--- src/sv/smh_pkg.sv ---
// smh_pkg: shared types, constants and SHA-256 helper functions for the message hasher.
// Used by smh_msg_sched, smh_round and sha256_message_hasher; depends on nothing.
`default_nettype none

package smh_pkg;

	typedef logic [31:0] word_t;
	// Eight words, index 0 is word a / H0
	typedef word_t [0:7] wvars_t;

	localparam int COUNT_W = 61;

	localparam logic [5:0] LAST_POS      = 6'd63;
	localparam logic [5:0] LEN_POS       = 6'd56;
	localparam logic [5:0] LAST_ROUND    = 6'd63;
	localparam logic [2:0] LAST_WORD_IDX = 3'd7;
	localparam logic [7:0] PAD_BYTE      = 8'h80;

	localparam wvars_t HASH_IV = {
		32'h6A09E667, 32'hBB67AE85, 32'h3C6EF372, 32'hA54FF53A,
		32'h510E527F, 32'h9B05688C, 32'h1F83D9AB, 32'h5BE0CD19
	};

	localparam word_t ROUND_K [64] = '{
		32'h428A2F98, 32'h71374491, 32'hB5C0FBCF, 32'hE9B5DBA5,
		32'h3956C25B, 32'h59F111F1, 32'h923F82A4, 32'hAB1C5ED5,
		32'hD807AA98, 32'h12835B01, 32'h243185BE, 32'h550C7DC3,
		32'h72BE5D74, 32'h80DEB1FE, 32'h9BDC06A7, 32'hC19BF174,
		32'hE49B69C1, 32'hEFBE4786, 32'h0FC19DC6, 32'h240CA1CC,
		32'h2DE92C6F, 32'h4A7484AA, 32'h5CB0A9DC, 32'h76F988DA,
		32'h983E5152, 32'hA831C66D, 32'hB00327C8, 32'hBF597FC7,
		32'hC6E00BF3, 32'hD5A79147, 32'h06CA6351, 32'h14292967,
		32'h27B70A85, 32'h2E1B2138, 32'h4D2C6DFC, 32'h53380D13,
		32'h650A7354, 32'h766A0ABB, 32'h81C2C92E, 32'h92722C85,
		32'hA2BFE8A1, 32'hA81A664B, 32'hC24B8B70, 32'hC76C51A3,
		32'hD192E819, 32'hD6990624, 32'hF40E3585, 32'h106AA070,
		32'h19A4C116, 32'h1E376C08, 32'h2748774C, 32'h34B0BCB5,
		32'h391C0CB3, 32'h4ED8AA4A, 32'h5B9CCA4F, 32'h682E6FF3,
		32'h748F82EE, 32'h78A5636F, 32'h84C87814, 32'h8CC70208,
		32'h90BEFFFA, 32'hA4506CEB, 32'hBEF9A3F7, 32'hC67178F2
	};

	// Sequencer states
	typedef enum logic [2:0] {
		ST_IDLE,
		ST_ROUND,
		ST_FINAL,
		ST_PAD,
		ST_LEN,
		ST_EMIT
	} state_t;

	// Commands from the sequencer to the block buffer
	typedef struct packed {
		logic        put_byte;
		logic [7:0]  byte_val;
		logic [5:0]  pos;
		logic        clear_after;
		logic        clear_all;
		logic        put_len;
		logic [63:0] bit_len;
		logic        shift;
	} blk_ctrl_t;

	function automatic word_t big_sigma0(word_t x);
		return {x[1:0], x[31:2]} ^ {x[12:0], x[31:13]} ^ {x[21:0], x[31:22]};
	endfunction

	function automatic word_t big_sigma1(word_t x);
		return {x[5:0], x[31:6]} ^ {x[10:0], x[31:11]} ^ {x[24:0], x[31:25]};
	endfunction

	function automatic word_t small_sigma0(word_t x);
		return {x[6:0], x[31:7]} ^ {x[17:0], x[31:18]} ^ {3'b000, x[31:3]};
	endfunction

	function automatic word_t small_sigma1(word_t x);
		return {x[16:0], x[31:17]} ^ {x[18:0], x[31:19]} ^ {10'b0, x[31:10]};
	endfunction

endpackage

`default_nettype wire

--- src/sv/smh_if.sv ---
// smh_msg_if and smh_digest_if: valid/ready channels of the message hasher.
// No dependencies.
`default_nettype none

interface smh_msg_if;
	logic       valid;
	logic       ready;
	logic [7:0] data_byte;
	logic       has_byte;
	logic       end_of_message;

	modport source (output valid, data_byte, has_byte, end_of_message, input ready);
	modport sink (input valid, data_byte, has_byte, end_of_message, output ready);
endinterface

interface smh_digest_if;
	logic        valid;
	logic        ready;
	logic [31:0] digest_word;
	logic [2:0]  word_index;
	logic        last_word;

	modport source (output valid, digest_word, word_index, last_word, input ready);
	modport sink (input valid, digest_word, word_index, last_word, output ready);
endinterface

`default_nettype wire

--- src/sv/smh_round.sv ---
// smh_round: one SHA-256 compression round, shared over all 64 rounds.
// Depends on smh_pkg.
`default_nettype none

module smh_round (
	input  smh_pkg::wvars_t wv,
	input  smh_pkg::word_t  k,
	input  smh_pkg::word_t  w,
	output smh_pkg::wvars_t wv_next
);
	import smh_pkg::*;

	word_t t1;
	word_t t2;
	word_t ch;
	word_t maj;

	// Choice and majority
	assign ch  = (wv[4] & wv[5]) ^ (~wv[4] & wv[6]);
	assign maj = (wv[0] & wv[1]) ^ (wv[0] & wv[2]) ^ (wv[1] & wv[2]);

	assign t1 = wv[7] + big_sigma1(wv[4]) + ch + k + w;
	assign t2 = big_sigma0(wv[0]) + maj;

	// a..h shift down by one
	assign wv_next = {t1 + t2, wv[0], wv[1], wv[2], wv[3] + t1, wv[4], wv[5], wv[6]};

endmodule

`default_nettype wire

--- src/sv/smh_msg_sched.sv ---
// smh_msg_sched: 16-word block buffer that is filled byte by byte and padded,
// then slides as the message schedule window during compression. Depends on smh_pkg.
`default_nettype none

module smh_msg_sched (
	input  logic                clk,
	input  smh_pkg::blk_ctrl_t  ctrl,
	output smh_pkg::word_t      w_cur
);
	import smh_pkg::*;

	word_t      blk_q [16];
	word_t      blk_d [16];
	word_t      w_new;
	word_t      byte_word;
	logic [4:0] sh;
	logic [3:0] idx;

	// Next schedule word from the window taps
	assign w_new = blk_q[0] + small_sigma0(blk_q[1]) + blk_q[9] + small_sigma1(blk_q[14]);
	assign w_cur = blk_q[0];

	// Byte lane placement, big-endian within a word
	assign idx       = ctrl.pos[5:2];
	assign sh        = {~ctrl.pos[1:0], 3'b000};
	assign byte_word = word_t'(ctrl.byte_val) << sh;

	// Buffer update: slide during rounds, otherwise byte, pad and length writes
	always_comb begin
		if (ctrl.shift) begin
			for (int i = 0; i < 15; i++) begin
				blk_d[i] = blk_q[i + 1];
			end
			blk_d[15] = w_new;
		end else begin
			for (int i = 0; i < 16; i++) begin
				blk_d[i] = blk_q[i];
				if (ctrl.clear_all || (ctrl.clear_after && (4'(i) > idx))) begin
					blk_d[i] = '0;
				end
				if (ctrl.put_byte && (4'(i) == idx)) begin
					// first byte of a word clears the rest of it
					blk_d[i] = ((ctrl.pos[1:0] == 2'd0) ? '0 : blk_q[i]) | byte_word;
				end
			end
			if (ctrl.put_len) begin
				blk_d[14] = ctrl.bit_len[63:32];
				blk_d[15] = ctrl.bit_len[31:0];
			end
		end
	end

	always_ff @(posedge clk) begin
		blk_q <= blk_d;
	end

endmodule

`default_nettype wire

--- src/sv/sha256_message_hasher.sv ---
// sha256_message_hasher: top level; sequencer, byte counter, hash and working registers.
// Depends on smh_pkg, smh_if, smh_round and smh_msg_sched.
//
//   channel   dir   payload                                 transfer when
//   message   in    data_byte, has_byte, end_of_message     valid & ready
//   digest    out   digest_word, word_index, last_word      valid & ready
//
// A byte that does not complete a 64-byte block is taken while the hasher stays idle.
// A completed block runs 64 rounds of the single shared round unit, then ST_FINAL for
// the hash add. An end item adds the ST_PAD state and one compression (two, plus the
// ST_LEN state, when the tail holds 56 or more bytes), then eight digest transfers.
// message.ready is high only while idle; digest stalls hold the sequencer in place.
// arst_n resets the hash to the initial values and the byte count to zero.
`default_nettype none

module sha256_message_hasher (
	input  logic          clk,
	input  logic          arst_n,
	smh_msg_if.sink       message,
	smh_digest_if.source  digest
);
	import smh_pkg::*;

	state_t               state_q;
	state_t               state_d;
	state_t               ret_q;
	state_t               ret_d;
	logic [5:0]           rnd_q;
	logic [COUNT_W-1:0]   cnt_q;
	logic [2:0]           widx_q;
	wvars_t               hash_q;
	wvars_t               wv_q;
	wvars_t               wv_rnd;
	word_t                w_cur;
	blk_ctrl_t            blk_ctrl;
	logic                 in_xfer;
	logic                 out_xfer;
	logic                 start_cmp;

	assign in_xfer   = message.valid & message.ready;
	assign out_xfer  = digest.valid & digest.ready;
	assign start_cmp = (state_d == ST_ROUND) && (state_q != ST_ROUND);

	smh_round u_round (
		.wv      (wv_q),
		.k       (ROUND_K[rnd_q]),
		.w       (w_cur),
		.wv_next (wv_rnd)
	);

	smh_msg_sched u_sched (
		.clk   (clk),
		.ctrl  (blk_ctrl),
		.w_cur (w_cur)
	);

	// Next state and return state after a compression
	always_comb begin
		state_d = state_q;
		ret_d   = ret_q;
		case (state_q)
			ST_IDLE: begin
				if (in_xfer) begin
					if (message.has_byte && (cnt_q[5:0] == LAST_POS)) begin
						state_d = ST_ROUND;
						ret_d   = message.end_of_message ? ST_PAD : ST_IDLE;
					end else if (message.end_of_message) begin
						state_d = ST_PAD;
					end
				end
			end
			ST_ROUND: begin
				if (rnd_q == LAST_ROUND) begin
					state_d = ST_FINAL;
				end
			end
			ST_FINAL: begin
				state_d = ret_q;
			end
			ST_PAD: begin
				state_d = ST_ROUND;
				ret_d   = (cnt_q[5:0] >= LEN_POS) ? ST_LEN : ST_EMIT;
			end
			ST_LEN: begin
				state_d = ST_ROUND;
				ret_d   = ST_EMIT;
			end
			ST_EMIT: begin
				if (out_xfer && (widx_q == LAST_WORD_IDX)) begin
					state_d = ST_IDLE;
				end
			end
			default: begin
				state_d = ST_IDLE;
			end
		endcase
	end

	// Handshakes and buffer commands
	always_comb begin
		message.ready        = (state_q == ST_IDLE);
		digest.valid         = (state_q == ST_EMIT);
		blk_ctrl.put_byte    = 1'b0;
		blk_ctrl.byte_val    = message.data_byte;
		blk_ctrl.pos         = cnt_q[5:0];
		blk_ctrl.clear_after = 1'b0;
		blk_ctrl.clear_all   = 1'b0;
		blk_ctrl.put_len     = 1'b0;
		blk_ctrl.bit_len     = {cnt_q, 3'b000};
		blk_ctrl.shift       = 1'b0;
		case (state_q)
			ST_IDLE: begin
				blk_ctrl.put_byte = in_xfer & message.has_byte;
			end
			ST_ROUND: begin
				blk_ctrl.shift = 1'b1;
			end
			ST_PAD: begin
				blk_ctrl.put_byte    = 1'b1;
				blk_ctrl.byte_val    = PAD_BYTE;
				blk_ctrl.clear_after = 1'b1;
				blk_ctrl.put_len     = (cnt_q[5:0] < LEN_POS);
			end
			ST_LEN: begin
				blk_ctrl.clear_all = 1'b1;
				blk_ctrl.put_len   = 1'b1;
			end
			default: begin
			end
		endcase
	end

	assign digest.digest_word = hash_q[0];
	assign digest.word_index  = widx_q;
	assign digest.last_word   = (widx_q == LAST_WORD_IDX);

	// Control state, counter and hash
	always_ff @(posedge clk or negedge arst_n) begin
		if (!arst_n) begin
			state_q <= ST_IDLE;
			ret_q   <= ST_IDLE;
			rnd_q   <= '0;
			cnt_q   <= '0;
			widx_q  <= '0;
			hash_q  <= HASH_IV;
		end else begin
			state_q <= state_d;
			ret_q   <= ret_d;
			if (start_cmp) begin
				rnd_q <= '0;
			end else if (state_q == ST_ROUND) begin
				rnd_q <= rnd_q + 6'd1;
			end
			if (in_xfer && message.has_byte) begin
				cnt_q <= cnt_q + COUNT_W'(1);
			end
			if (state_q == ST_FINAL) begin
				for (int i = 0; i < 8; i++) begin
					hash_q[i] <= hash_q[i] + wv_q[i];
				end
			end else if (out_xfer) begin
				if (widx_q == LAST_WORD_IDX) begin
					hash_q <= HASH_IV;
					cnt_q  <= '0;
					widx_q <= '0;
				end else begin
					// rotate so the next word sits at the output
					hash_q <= {hash_q[1:7], hash_q[0]};
					widx_q <= widx_q + 3'd1;
				end
			end
		end
	end

	// Working variables
	always_ff @(posedge clk) begin
		if (start_cmp) begin
			wv_q <= hash_q;
		end else if (state_q == ST_ROUND) begin
			wv_q <= wv_rnd;
		end
	end

endmodule

`default_nettype wire

--- src/flat_wrapper.sv ---
// flat-port wrapper written by rule: the top's interface ports become plain ports
module sha256_message_hasher_flat import smh_pkg::*;
  (clk, arst_n, message_valid, message_data_byte, message_has_byte, message_end_of_message, message_ready, digest_valid, digest_digest_word, digest_word_index, digest_last_word, digest_ready);
  smh_msg_if message_i ();
  smh_digest_if digest_i ();
  input  logic clk;
  input  logic arst_n;
  input wire logic [$bits(message_i.valid)-1:0] message_valid;
  input wire logic [$bits(message_i.data_byte)-1:0] message_data_byte;
  input wire logic [$bits(message_i.has_byte)-1:0] message_has_byte;
  input wire logic [$bits(message_i.end_of_message)-1:0] message_end_of_message;
  output wire logic [$bits(message_i.ready)-1:0] message_ready;
  output wire logic [$bits(digest_i.valid)-1:0] digest_valid;
  output wire logic [$bits(digest_i.digest_word)-1:0] digest_digest_word;
  output wire logic [$bits(digest_i.word_index)-1:0] digest_word_index;
  output wire logic [$bits(digest_i.last_word)-1:0] digest_last_word;
  input wire logic [$bits(digest_i.ready)-1:0] digest_ready;
  assign message_i.valid = message_valid;
  assign message_i.data_byte = message_data_byte;
  assign message_i.has_byte = message_has_byte;
  assign message_i.end_of_message = message_end_of_message;
  assign message_ready = message_i.ready;
  assign digest_valid = digest_i.valid;
  assign digest_digest_word = digest_i.digest_word;
  assign digest_word_index = digest_i.word_index;
  assign digest_last_word = digest_i.last_word;
  assign digest_i.ready = digest_ready;
  sha256_message_hasher u_core (.clk(clk), .arst_n(arst_n), .message(message_i), .digest(digest_i));
endmodule
--- config.mk ---
export PLATFORM = sky130hd
export DESIGN_NAME = sha256_message_hasher_flat
export DESIGN_NICKNAME = d
export VERILOG_FILES = /design/src/sv/smh_pkg.sv /design/src/sv/smh_if.sv /design/src/sv/smh_round.sv /design/src/sv/smh_msg_sched.sv /design/src/sv/sha256_message_hasher.sv /design/src/flat_wrapper.sv
export SDC_FILE = /design/constraint.sdc
export NUM_CORES = 2
export LEC_CHECK = 0
export ABC_AREA = 1
export BUFFER_PORTS_ARGS = -buffer_cell sky130_fd_sc_hd__buf_2
export CORE_UTILIZATION = 25
export CTS_BUF_LIST = sky130_fd_sc_hd__clkbuf_4 sky130_fd_sc_hd__clkbuf_8
export DETAILED_ROUTE_END_ITERATION = 8
export PLACE_DENSITY_LB_ADDON = 0.2
export SLEW_MARGIN = 20
export SYNTH_ARGS = -nofsm -noshare
export SYNTH_HDL_FRONTEND = slang
export SYNTH_SLANG_ARGS = --single-unit
--- constraint.sdc ---
create_clock -name clk -period 9.5 [get_ports clk]
set_input_delay 1.9 -clock clk [delete_from_list [all_inputs] [get_ports clk]]
set_output_delay 1.9 -clock clk [all_outputs]
set_load 0.02 [all_outputs]
* After elaboration in Yosys (flattened, before gate mapping)
Memory sizes are Yosys's and may differ from the RTL's. Index checks and enable logic that the tools add are counted.
Storage, ports and cells: flip-flop bits (word level) 1100, memory bits (read-only) 2048, memories 1, word-level logic and storage cells 303
Cells by class: shift-type cells 1, eq/ne operators 27, $add $sub $neg 21, $lt $le $gt $ge 19, bitwise gates (word level) 39, muxes and demuxes 81, reductions and logical operators 77
Memories:
- (no name shown) | words 64, bits a word 32, read ports 1, clocked after memory_dff 0, wr ports 0, RTL line sha256_message_hasher.sv:46 | .k (ROUND_K[rnd_q]),
Operators by type and width (count):
- 2-to-1 mux 32 bit | 50
- 2-to-1 mux 256 bit | 5
- adder 32 bit | 18
- 2-to-1 mux 512 bit | 1
- OR 32 bit | 16
- XOR 32 bit | 9
- 2-to-1 mux 61 bit | 4
- bitwise AND 32 bit | 5
- 2-to-1 mux 64 bit | 1
- adder 61 x 1 -> 61 bit, second input constant | 1
- nonzero test 3 bit | 15
- logical AND 1 bit | 36
- == test 4 bit, first input constant | 8
- greater-than comparator 4 bit, first input constant | 8
- inverter 32 bit | 1
- left shift 8 x 5 -> 32 bit | 1
- XOR 32 x 22 -> 32 bit | 1
- XOR 32 x 29 -> 32 bit | 1
- 2-to-1 mux 3 bit | 8
- == test 3 x 4 -> 1 bit, first input constant | 4
- greater-than comparator 3 x 4 -> 1 bit, first input constant | 4
- logical OR 1 bit | 16
- case mux 3 bit (5 select lines) | 1
- == test 6 bit, second input constant | 2
- other kinds (32) | 49

* Longest topological paths before layout
depth after elaboration 9, depth in mapped cells 44

* Cells and area by module
Synthesis repeated with hierarchy kept, for this count alone.
Unflattened totals: cell total of the unflattened synthesis 12526, area total of the unflattened synthesis 91133.7 µm²
By module, submodules not included:
- sha256_message_hasher | cells each 7387, instances 1, area an instance 48612.9 µm²
- smh_msg_sched | cells each 3341, instances 1, area an instance 30075.1 µm²
- smh_round | cells each 1798, instances 1, area an instance 12445.7 µm²

* Least setup slack after synthesis
Ideal clock, no wire load.
kind input-to-reg, start in digest_ready, end reg u_core.rnd_q[2], slack 729 ps, stages 9, arrival time 8365 ps, library setup time 406 ps, path through inv_1 nor2_4 nand2_2 nand2_2 o21ai_1 nor2_2 nand2_1 nand2_1 o21ai_0
On the way: longest elaborated chain between the ends 7, elaborated cells between the ends (all ways) 8
Ends and longest elaborated chain:
- start: declaration | RTL line flat_wrapper.sv:17 | input wire logic [$bits(digest_i.ready)-1:0] digest_ready;
- bitwise AND 1 bit * | RTL line sha256_message_hasher.sv:41 | assign out_xfer = digest.valid & digest.ready;
- logical AND 1 bit * | RTL line sha256_message_hasher.sv:89 | if (out_xfer && (widx_q == LAST_WORD_IDX)) begin
- 2-to-1 mux 3 bit * | RTL line sha256_message_hasher.sv:89
- case mux 3 bit (5 select lines) * | RTL line sha256_message_hasher.sv:61 | case (state_q)
- net u_core.state_d[2] | RTL line sha256_message_hasher.sv:25 | state_t state_d;
- == test 3 x 1 -> 1 bit * | RTL line sha256_message_hasher.sv:42 | assign start_cmp = (state_d == ST_ROUND) && (state_q != ST_ROUND);
- logical AND 1 bit * | RTL line sha256_message_hasher.sv:42
- 2-to-1 mux 6 bit or nonzero test 2 bit (tied branches)
- end signal: assignment | RTL line sha256_message_hasher.sv:152 | rnd_q <= rnd_q + 6'd1;
- end: declaration | RTL line sha256_message_hasher.sv:28 | logic [5:0] rnd_q;
Mark *: on every way through the listed nets, which the timed path passes. The rest lies on a longest branch. A chain may end at the register's enable or synchronous reset.

* Worst setup path in the final report
start reg u_core.rnd_q[1], end reg u_core.wv_q[248] (netlist name), data pin
On the way: longest elaborated chain between the ends 9, elaborated cells between the ends (all ways) 14
Ends and longest elaborated chain:
- inverter 6 -> 7 bit (not written as such) | RTL line sha256_message_hasher.sv:46
- memory (64 x 32 bit)
- 2-to-1 mux 32 bit (not written as such) (2 in series) | RTL line sha256_message_hasher.sv:46
- adder 32 bit (2 in series) | RTL line smh_round.sv:22 | assign t1 = wv[7] + big_sigma1(wv[4]) + ch + k + w;
- adder 32 bit | RTL line smh_round.sv:26 | assign wv_next = {t1 + t2, wv[0], wv[1], wv[2], wv[3] + t1, wv[4], wv[5], wv[6]};
- 2-to-1 mux 256 bit | RTL line sha256_message_hasher.sv:179 | end else if (state_q == ST_ROUND) begin
- 2-to-1 mux 256 bit * | RTL line sha256_message_hasher.sv:177 | if (start_cmp) begin
- end signal: assignment | RTL line sha256_message_hasher.sv:178 | wv_q <= hash_q;
- end signal: assignment | RTL line sha256_message_hasher.sv:180 | wv_q <= wv_rnd;
- end: declaration | RTL line sha256_message_hasher.sv:32 | wvars_t wv_q;
Mark *: on every way between the ends. The rest lies on a longest branch, timed or not. The select of a mux whose other input is x is not followed.

==> qor.csv <==
metric;value;unit
viasPerCell;5.11;
cpMostUsedCell;inv_1;
met3WireLength;24500;um
clk_path_buf_depth;4;
cap_violations;0;
fmax;0.115;GHz
clock-root-buffer;clkbuf_8;
grt_pass1_vias;78800;
ys_seq_area_frac;0.367;
grt_overflow;0;
grt_pass1_wl;594000;um
track_usage;0.236;
hold_viol_final;0;
cp_slowest_cell;ha_1;
finClkSkew;0.143;ns
synth_top_area_cell;edfxtp_1;
path_clk_slew;0.06;ns
min_period_over_period;0.913;
io_buffers;51;
gp_congestion;0.990;
setup_violations;0;
die_h;588;um
ys_ff_latch;1100;
syn_avg_cell_area;7.63;um^2
startpoint_type;flip-flop;
cp-end-kind;flip-flop;
critPathMaxFanout;14;
drt-initial-drc-count;7927;
yosysUniqueCellTypes;68;
drv_slew;0;
max_stage_delay;0.61;ns
grt_max_degree;240;
fin_crit;8.68;ns
critPathKind;reg -> reg;
topRoutingLayerUsed;met5;
cts_buffers;217;
dr_total_vias;81400;
finalSetupTns;0;ns
syn_nets;11900;
cts_num_sinks;1100;
cts_tree;yes;
postCtsSetupBuffers;0;
crit_required;10.20;ns
hpwl;319000;um
ios;52;
slew_headroom;0.0387;
rows;214;
async_flop_share;0.302;
holdBufCountCts;0;
dieArea;0.346;mm^2
syn_to_final_growth;11.6;%
grt_antenna_before_repair;32;
worst_pin_slew;1.44;ns
clk_latency;1.07;ns
netlist_instances;11300;
drive_gt1_frac;0.0745;
mappedNetlistArea;0.0860;mm^2
wl;422000;um
first_pass_iters;6;
critPathArrivalTime;9.38;ns
die_w;588;um
drc_errors;0;
antenna_left;0;
synth-edff-count;768;
status;completed;
htreeDepth;4;
synth.most_common_cell;nand2_1;
wl_met2;193000;um
synth.top_cell.area_share;0.268;
ys_dominant_reg_cell;edfxtp_1;
yosys_warnings;0;
drt-met1-wl;178000;um
wl_per_cell;26.5;um
fin_nets;11800;
initial_utilization;0.252;
rsz0062_at_grt;false;
fill_cells;37800;
synthTopCellsByCount;nand2_1, inv_1, o21ai_0;
hp-class;reg -> reg;
netlist_top_cells_area;edfxtp_1, nand2_1, o21ai_0;
core;0.341;mm^2
[registers in the layout, summed over array words and instances (netlist names)]
name / cells
u_core.cnt_q: 61
u_core.digest.digest_word: 32
u_core.digest.word_index: 3
u_core.hash_q: 224
u_core.ret_q: 3
u_core.rnd_q: 6
u_core.state_q: 3
u_core.u_sched.blk_q: 480
u_core.u_sched.w_cur: 32
u_core.wv_q: 256
[critical path: cells and delay by family, from the launching register on]
| kind | cells | cell delay (ns) |
|---|---|---|
| flip-flops | 1 | 0.55 |
| AND/OR/NAND/NOR | 11 | 1.54 |
| adder cells (fa/ha/maj) | 7 | 3.19 |
| buffers and inverters | 9 | 1.12 |
| AO/OA/AOI/OAI | 7 | 1.63 |
| XOR/XNOR | 1 | 0.32 |
[through the flow]
| step | cell area (um^2) | std cells | hold WS, ns | setup WS, ns | util |
|---|---|---|---|---|---|
| after CTS | 95900 | 15900 | 0.513 | 0.684 | 0.281 |
| after global routing | 96000 | 15900 | 0.535 | 0.156 | 0.281 |
| after floorplan | 86000 | 11300 | 0.473 | 0.729 | - |
| final | 96000 | 15900 | 0.512 | 0.823 | 0.281 |
| after global placement | 91400 | 15500 | 0.487 | 0.765 | 0.268 |
| after detailed placement | 91400 | 15500 | 0.499 | 0.753 | 0.268 |
[cells by family after synthesis]
logic type / Yosys count / synth area share
compound gates: 3008 / 0.193
buf+inv: 2216 / 0.100
mux: 18 / 0.00218
fa+ha+maj: 594 / 0.103
simple gates: 3895 / 0.190
xor+xnor: 433 / 0.0441
flops: 1100 / 0.367
[final cells by class]
type                       count  area [um^2]  share of cell area
multi-input combinational   7948        46000               0.479
sequential                  1100        31500               0.329
inverter                    1690         6370              0.0664
tap                         4536         5680              0.0591
clock buffer                 324         3900              0.0407
timing repair buffer         248         1890              0.0197
clock inverter                70          587             0.00611
antenna                        6         15.0            0.000156
[per-layer routing]
| layer | up-vias | track usage |
|---|---|---|
| met1 | 39800 | 0.304 |
| met4 | 14 | 0.123 |
| met3 | 761 | 0.0307 |
| met5 | - | 0 |
| met2 | 2964 | 0.385 |
| li1 | 37800 | - |
[placed cells by master, fill, tap and decap left out, types with 11 or more instances in the layout]
master,Yosys,routed
a21boi_0,33,33
clkbuf_4,0,89
ha_1,397,396
xor2_1,262,262
o221ai_1,27,27
clkbuf_8,0,235
a221o_1,12,12
dfrtp_1,196,195
edfxtp_1,768,768
mux2i_1,12,12
a221oi_1,14,14
a31oi_1,43,43
nor4_1,26,26
clkinv_1,6,36
nand2_2,7,13
buf_4,39,185
nand3b_1,41,41
o21a_1,40,40
a22oi_1,108,108
buf_2,53,50
o31ai_1,17,17
o21ai_1,82,84
and3_1,11,11
o22ai_1,208,207
o211ai_1,23,23
a21oi_1,854,854
inv_1,1677,1672
o21ai_0,1378,1372
nor2_1,812,807
nand3_1,542,539
fa_1,195,195
or2_2,20,20
a21o_1,60,60
dfstp_2,136,136
o21bai_1,68,68
nand2_1,2123,2113
nand4_1,159,159
xnor2_1,171,171
clkinv_2,0,19
nor3_1,127,127
[worst paths after layout]
path                       cells past startpoint                                 endpoint                               startpoint  slack (ns)
min in group asynchronous                      1           u_core.hash_q[190]$_DFFE_PN0P_                                   arst_n        0.90
min reg2reg                                    2  u_core.digest.word_index[2]$_DFFE_PN0P_  u_core.digest.word_index[2]$_DFFE_PN0P_        0.51
max                                           35               u_core.wv_q[248]$_DFFE_PP_              u_core.rnd_q[1]$_DFFE_PN0P_        0.82
min                                            2  u_core.digest.word_index[2]$_DFFE_PN0P_  u_core.digest.word_index[2]$_DFFE_PN0P_        0.51
max reg2reg                                   35               u_core.wv_q[248]$_DFFE_PP_              u_core.rnd_q[1]$_DFFE_PN0P_        0.82
max in group asynchronous                      3            u_core.hash_q[55]$_DFFE_PN1P_                                   arst_n        6.94
[repair_timing]
item                       4_1_cts  5_1_grt
hold endpoints to repair         0        0
setup endpoints to repair        0        4
gates resized for setup          0        1
Power is left out: the tool's default activity adds up to more than one toggle a clock period on the data nets, which glitch-free logic cannot reach.
